[config.mk]
export PLATFORM = sky130hd
export DESIGN_NAME = fsba_ctrl
export DESIGN_NICKNAME = d
export VERILOG_FILES = /design/src/design/fsba_pkg.sv /design/src/design/fsba_ctrl.sv
export SDC_FILE = /design/constraint.sdc
export NUM_CORES = 1
export LEC_CHECK = 0
export ABC_AREA = 1
export BUFFER_PORTS_ARGS = -buffer_cell sky130_fd_sc_hd__buf_2
export CORE_AREA = 5 5 42 44
export CTS_CLUSTER_SIZE = 30
export DETAILED_ROUTE_END_ITERATION = 16
export DIE_AREA = 0 0 47 49
export HOLD_SLACK_MARGIN = 0.1
export PLACE_DENSITY = 0.46
export SETUP_SLACK_MARGIN = 0.2
export SYNTH_ARGS = -nofsm -noshare
export SYNTH_HDL_FRONTEND = slang
export SYNTH_SLANG_ARGS = --single-unit
[constraint.sdc]
create_clock -name clk -period 1.6 [get_ports clk]
set_clock_uncertainty 0.05 [all_clocks]
set_input_delay 0.32 -clock clk [delete_from_list [all_inputs] [get_ports clk]]
set_output_delay 0.32 -clock clk [all_outputs]
set_load 0.01 [all_outputs]
[src/design/fsba_pkg.sv]
`default_nettype none

package fsba_pkg;

	localparam int PIX_W       = 16;
	localparam int SUM_W       = 32;
	localparam int FRAC_W      = 8;
	localparam int DIVIDEND_W  = SUM_W + FRAC_W;
	localparam int DIV_CNT_W   = 6;
	localparam int AVG_W       = 24;
	localparam int COORD_W     = 8;
	localparam int CFG_W       = 9;
	localparam int CFG_IDX_W   = 2;
	localparam int BIN_REG_W   = 5;
	localparam int FRAME_REG_W = 7;
	localparam int DIM_REG_W   = 9;

	localparam logic [CFG_IDX_W-1:0] REG_BIN_SIZE    = 2'd0;
	localparam logic [CFG_IDX_W-1:0] REG_FRAME_COUNT = 2'd1;
	localparam logic [CFG_IDX_W-1:0] REG_OUT_WIDTH   = 2'd2;
	localparam logic [CFG_IDX_W-1:0] REG_OUT_HEIGHT  = 2'd3;

	localparam logic [AVG_W-1:0] AVG_MAX = 24'h7FFFFF;
	localparam logic [AVG_W-1:0] AVG_MIN = 24'h800000;

	typedef struct packed {
		logic clear_wr;
		logic accept;
		logic write_back;
		logic div_start;
		logic out_load;
	} fsba_cmd_t;

	typedef struct packed {
		logic clear_done;
		logic emit;
		logic div_done;
		logic out_free;
	} fsba_status_t;

endpackage

`default_nettype wire

[src/design/fsba_ctrl.sv]
`default_nettype none

module fsba_ctrl (
	input  wire logic                   clk,
	input  wire logic                   arst_n,
	input  wire logic                   in_valid,
	output logic                        in_stall,
	input  wire fsba_pkg::fsba_status_t status,
	output fsba_pkg::fsba_cmd_t         cmd
);
	import fsba_pkg::*;

	localparam logic [2:0] ST_CLEAR = 3'd0;
	localparam logic [2:0] ST_IDLE  = 3'd1;
	localparam logic [2:0] ST_ADD   = 3'd2;
	localparam logic [2:0] ST_DIV   = 3'd3;
	localparam logic [2:0] ST_DONE  = 3'd4;

	logic [2:0] state_q;
	logic [2:0] state_d;

	always_comb begin
		state_d        = state_q;
		cmd            = '0;
		in_stall       = 1'b1;
		unique case (state_q)
			ST_CLEAR: begin
				cmd.clear_wr = 1'b1;
				if (status.clear_done) begin
					state_d = ST_IDLE;
				end
			end
			ST_IDLE: begin
				in_stall = 1'b0;
				if (in_valid) begin
					cmd.accept = 1'b1;
					state_d    = ST_ADD;
				end
			end
			ST_ADD: begin
				cmd.write_back = 1'b1;
				if (status.emit) begin
					cmd.div_start = 1'b1;
					state_d       = ST_DIV;
				end else begin
					state_d = ST_IDLE;
				end
			end
			ST_DIV: begin
				if (status.div_done) begin
					state_d = ST_DONE;
				end
			end
			ST_DONE: begin
				if (status.out_free) begin
					cmd.out_load = 1'b1;
					state_d      = ST_IDLE;
				end
			end
			default: begin
				state_d = ST_IDLE;
			end
		endcase
	end

	always_ff @(posedge clk or negedge arst_n) begin
		if (!arst_n) begin
			state_q <= ST_CLEAR;
		end else begin
			state_q <= state_d;
		end
	end

endmodule

`default_nettype wire
Word-level counts from Yosys, hierarchy flattened
Cells that the tools add are included.
{"block": "classes", "n_reduce_logical": 2, "muxes": 14, "eq_ne": 8}
{"op": "one-hot mux 3 bit (5 select lines)", "count": 1}
{"op": "two-way mux 3 bit", "count": 4}
{"op": "inequality test 2 bit (second input constant)", "count": 4}
{"op": "two-way mux 1 bit", "count": 7}
{"op": "== test 3 x 2 -> 1 bit (second input constant)", "count": 2}
{"op": "two-way mux 2 bit", "count": 2}
{"op": "AND reduction 4 bit", "count": 1}
{"op": "== test 3 x 1 -> 1 bit (second input constant)", "count": 1}
{"op": "== test 3 bit (second input constant)", "count": 1}
{"op": "zero test 3 bit", "count": 1}
{"block": "word_totals", "elab_cells": 25, "input_bits": 7, "reg_bits": 3}

Depth between registers and ports, before layout
{"block": "logic_depth", "depth_word": 3, "ltp_mapped": 7, "depth_no_buf": 7}

Worst setup path after synthesis
Ideal clock, no wire load.
{"block": "synth_timing", "path_kind": "flip-flop to output port", "from": "register state_q[2]", "to": "output cmd[3] (netlist bit)", "t_arrival_ps": 903, "path_stages_with_launch": 4, "setup_slack_ps": 327, "cell_sequence": "dfrtp_1 > nor2_1 > nand2_1 > nor2_1"}
{"element": "start, declared", "line_no": "fsba_ctrl.sv:19", "rtl": "logic [2:0] state_q;"}
{"element": "start signal, assigned", "line_no": "fsba_ctrl.sv:70", "rtl": "state_q <= state_d;"}
{"element": "end, declared", "line_no": "fsba_ctrl.sv:9", "rtl": "output fsba_pkg::fsba_cmd_t cmd"}

==> flow_summary.yaml <==
global_routing:
  grt.met2_usage: 0.0814
  grt-ovfl-total: 0
  grt_use_met3: 0.0332
  groute.usage.overall: 0.0572
  first_global_vias: 260
  grt_pass1_wl_um: 924
  top_usage_layer: "met2"
  antenna_found_initial: 0
  met1_usage: 0.0664
  grt_max_degree: 6
synthesis:
  synth_top_area_cell: "dfrtp_1"
  syn_area_um2: 221
  ys_seq_area_frac: 0.339
  synth-seq-cells: 3
  synthCells: 38
  synth_top_cells_by_area: "dfrtp_1, nand2_1, inv_1"
  synth_cell_types: 9
  syn_area_per_cell_um2: 5.83
  syn_nets: 45
  synth_top_area_share: 0.339
  ys_warn_count: 0
timing:
  tns_ns: 0
  period_minus_slack_ns: 1.50
  slew_viol_final: 0
  rsz0062_at_grt: "yes"
  fmax_mhz: 665
  fin_crit_sh: 0.939
  setup-violations-final: 0
  hold_viol_final: 0
  fin_ws_ns: 0.0969
  max_slew.worst_pin.slew_ns: 0.169
  max_slew_margin: 0.887
critical_path:
  cp.arrival_ns: 1.13
  cp-start-kind: "register"
  reg2reg_from: "state_q[0]$_DFFE_PN0P_"
  crit_required_ns: 1.23
  worst-path-max-fanout: 4
  crit_start: "state_q[2]$_DFFE_PN0P_"
  crit_path_end_kind: "output port"
  critPathKind: "register to output port"
clocking:
  clock_latency_ns: 0.23
  cts_buffer_depth: 2
  clock_sinks: 3
  htree_levels: 1
  clkTransAtPathRegs_ns: 0.04
  cts_tree: "built"
  cts_buffers: 3
  clockRootBuffer: "clkbuf_4"
worst_hold_path:
  min_path_type: "input pin to register"
  min_from: "status[1]"
flow_run:
  drv_cap: 0
cells_and_area:
  diodes: 0
  drive_gt1_frac: 0.450
  final_cell_mix: "nand2_1, inv_1, buf_2"
  fillers: 164
  reg.largest.list: "state_q x3"
  nNetsFinal: 68
  largest_register: "state_q"
  largest_register_ffs: 3
  syn_to_final_growth_pct: 79.7
  final_common_cell: "nand2_1"
floorplan:
  dieWidth_um: 47
  initial_core_util: 0.158
  rows: 14
  ios: 13
  die_y_um: 49
  die-area_um2: 2300
  design.core.area_um2: 1400
placement:
  portBuffers: 12
  gp_congestion: 0.647
  dp_hpwl_um: 447
  place_ws_ns: 0.285
detailed_routing:
  first_iter_violations: 0
  antenna_left: 0
  viasPerCell: 3.71
  route.detailed.drc: 0
  first_pass_iters: 1
  vias: 282
  wirelength_um: 592
  wire_per_inst_um: 7.79
power:
  p_per_area_nw_per_um2: 1940
  p_leak_uw: 0.000252
  irDropWorstVdd_mv: 0.801
status:
  outcome: "completed"
[metal layers]
metal  part of all wire  vias to the layer above
li1                   -                      154
met4                  0                        0
met5                  0                        -
met1               0.43                      120
met3              0.090                        0
met2               0.48                        8
[synth_stat cells]
cell type	count
dfrtp_1	3
inv_1	10
nand2_1	13
nand3_1	3
nor2_1	5
nor2_2	1
nor3_1	1
nor3_2	1
o21ai_0	1
[per-stage QoR]
stage	total power (uW)	area, um^2	hold WS, ns	util	cells
floorplan	385	221	-0.0256	-	38
detailed placement	497	302	0.0677	0.215	66
CTS	714	367	0.314	0.262	74
finish	774	398	0.310	0.284	76
global route	865	398	0.341	0.284	76
global placement	497	302	0.0700	0.215	66
[logic make-up (layout without fill, tap and decap cells)]
logic type,Yosys count,count (layout),share of synthesized area
AND/OR/NAND/NOR,24,24,0.469
buffers and inverters,10,32,0.170
flip-flops,3,3,0.339
AO/OA/AOI/OAI,1,1,0.0226
[where the power goes]
part	total, uW	internal, uW	switching, uW
Combinational	478	234	244
Sequential	163	118	45.8
Clock	133	93.5	39.2
Total	774	445	329
[worst max-delay path: stages (launching register included)]
cell and delay [ns]:
dfrtp_2 0.43, nor3_2 0.21, nand2_1 0.09, inv_1 0.07, buf_6 0.09
[path summary, 6_finish.rpt]
check,end,slack [ns],cells after the start
min in group asynchronous,state_q[1]$_DFFE_PN0P_,0.36,2
max in group asynchronous,state_q[0]$_DFFE_PN0P_,1.02,2
worst min-delay path,state_q[1]$_DFFE_PN0P_,0.31,4
worst max register to register,state_q[0]$_DFFE_PN0P_,0.30,8
worst max-delay path,cmd[1],0.1,4
worst min register to register,state_q[0]$_DFFE_PN0P_,0.54,2
[cell type report]
| cell class | count | area (um^2) | area share |
|---|---|---|---|
| Tap cell | 16 | 20.0 | 0.0503 |
| Inverter | 10 | 37.5 | 0.0943 |
| Timing Repair Buffer | 18 | 120 | 0.302 |
| Sequential cell | 3 | 77.6 | 0.195 |
| Multi-Input combinational cell | 25 | 116 | 0.292 |
| Clock buffer | 4 | 26.3 | 0.0660 |
[repair_timing]
action                                 in CTS  in global routing
gates cloned                                0                  0
setup buffers                               3                  2
pin swaps                                   3                  1
hold buffers                                1                  0
setup endpoints to repair                   6                  6
gates resized for setup                     3                  4
endpoints found under the hold margin       3                  0
(Power assumes the default switching activity.)
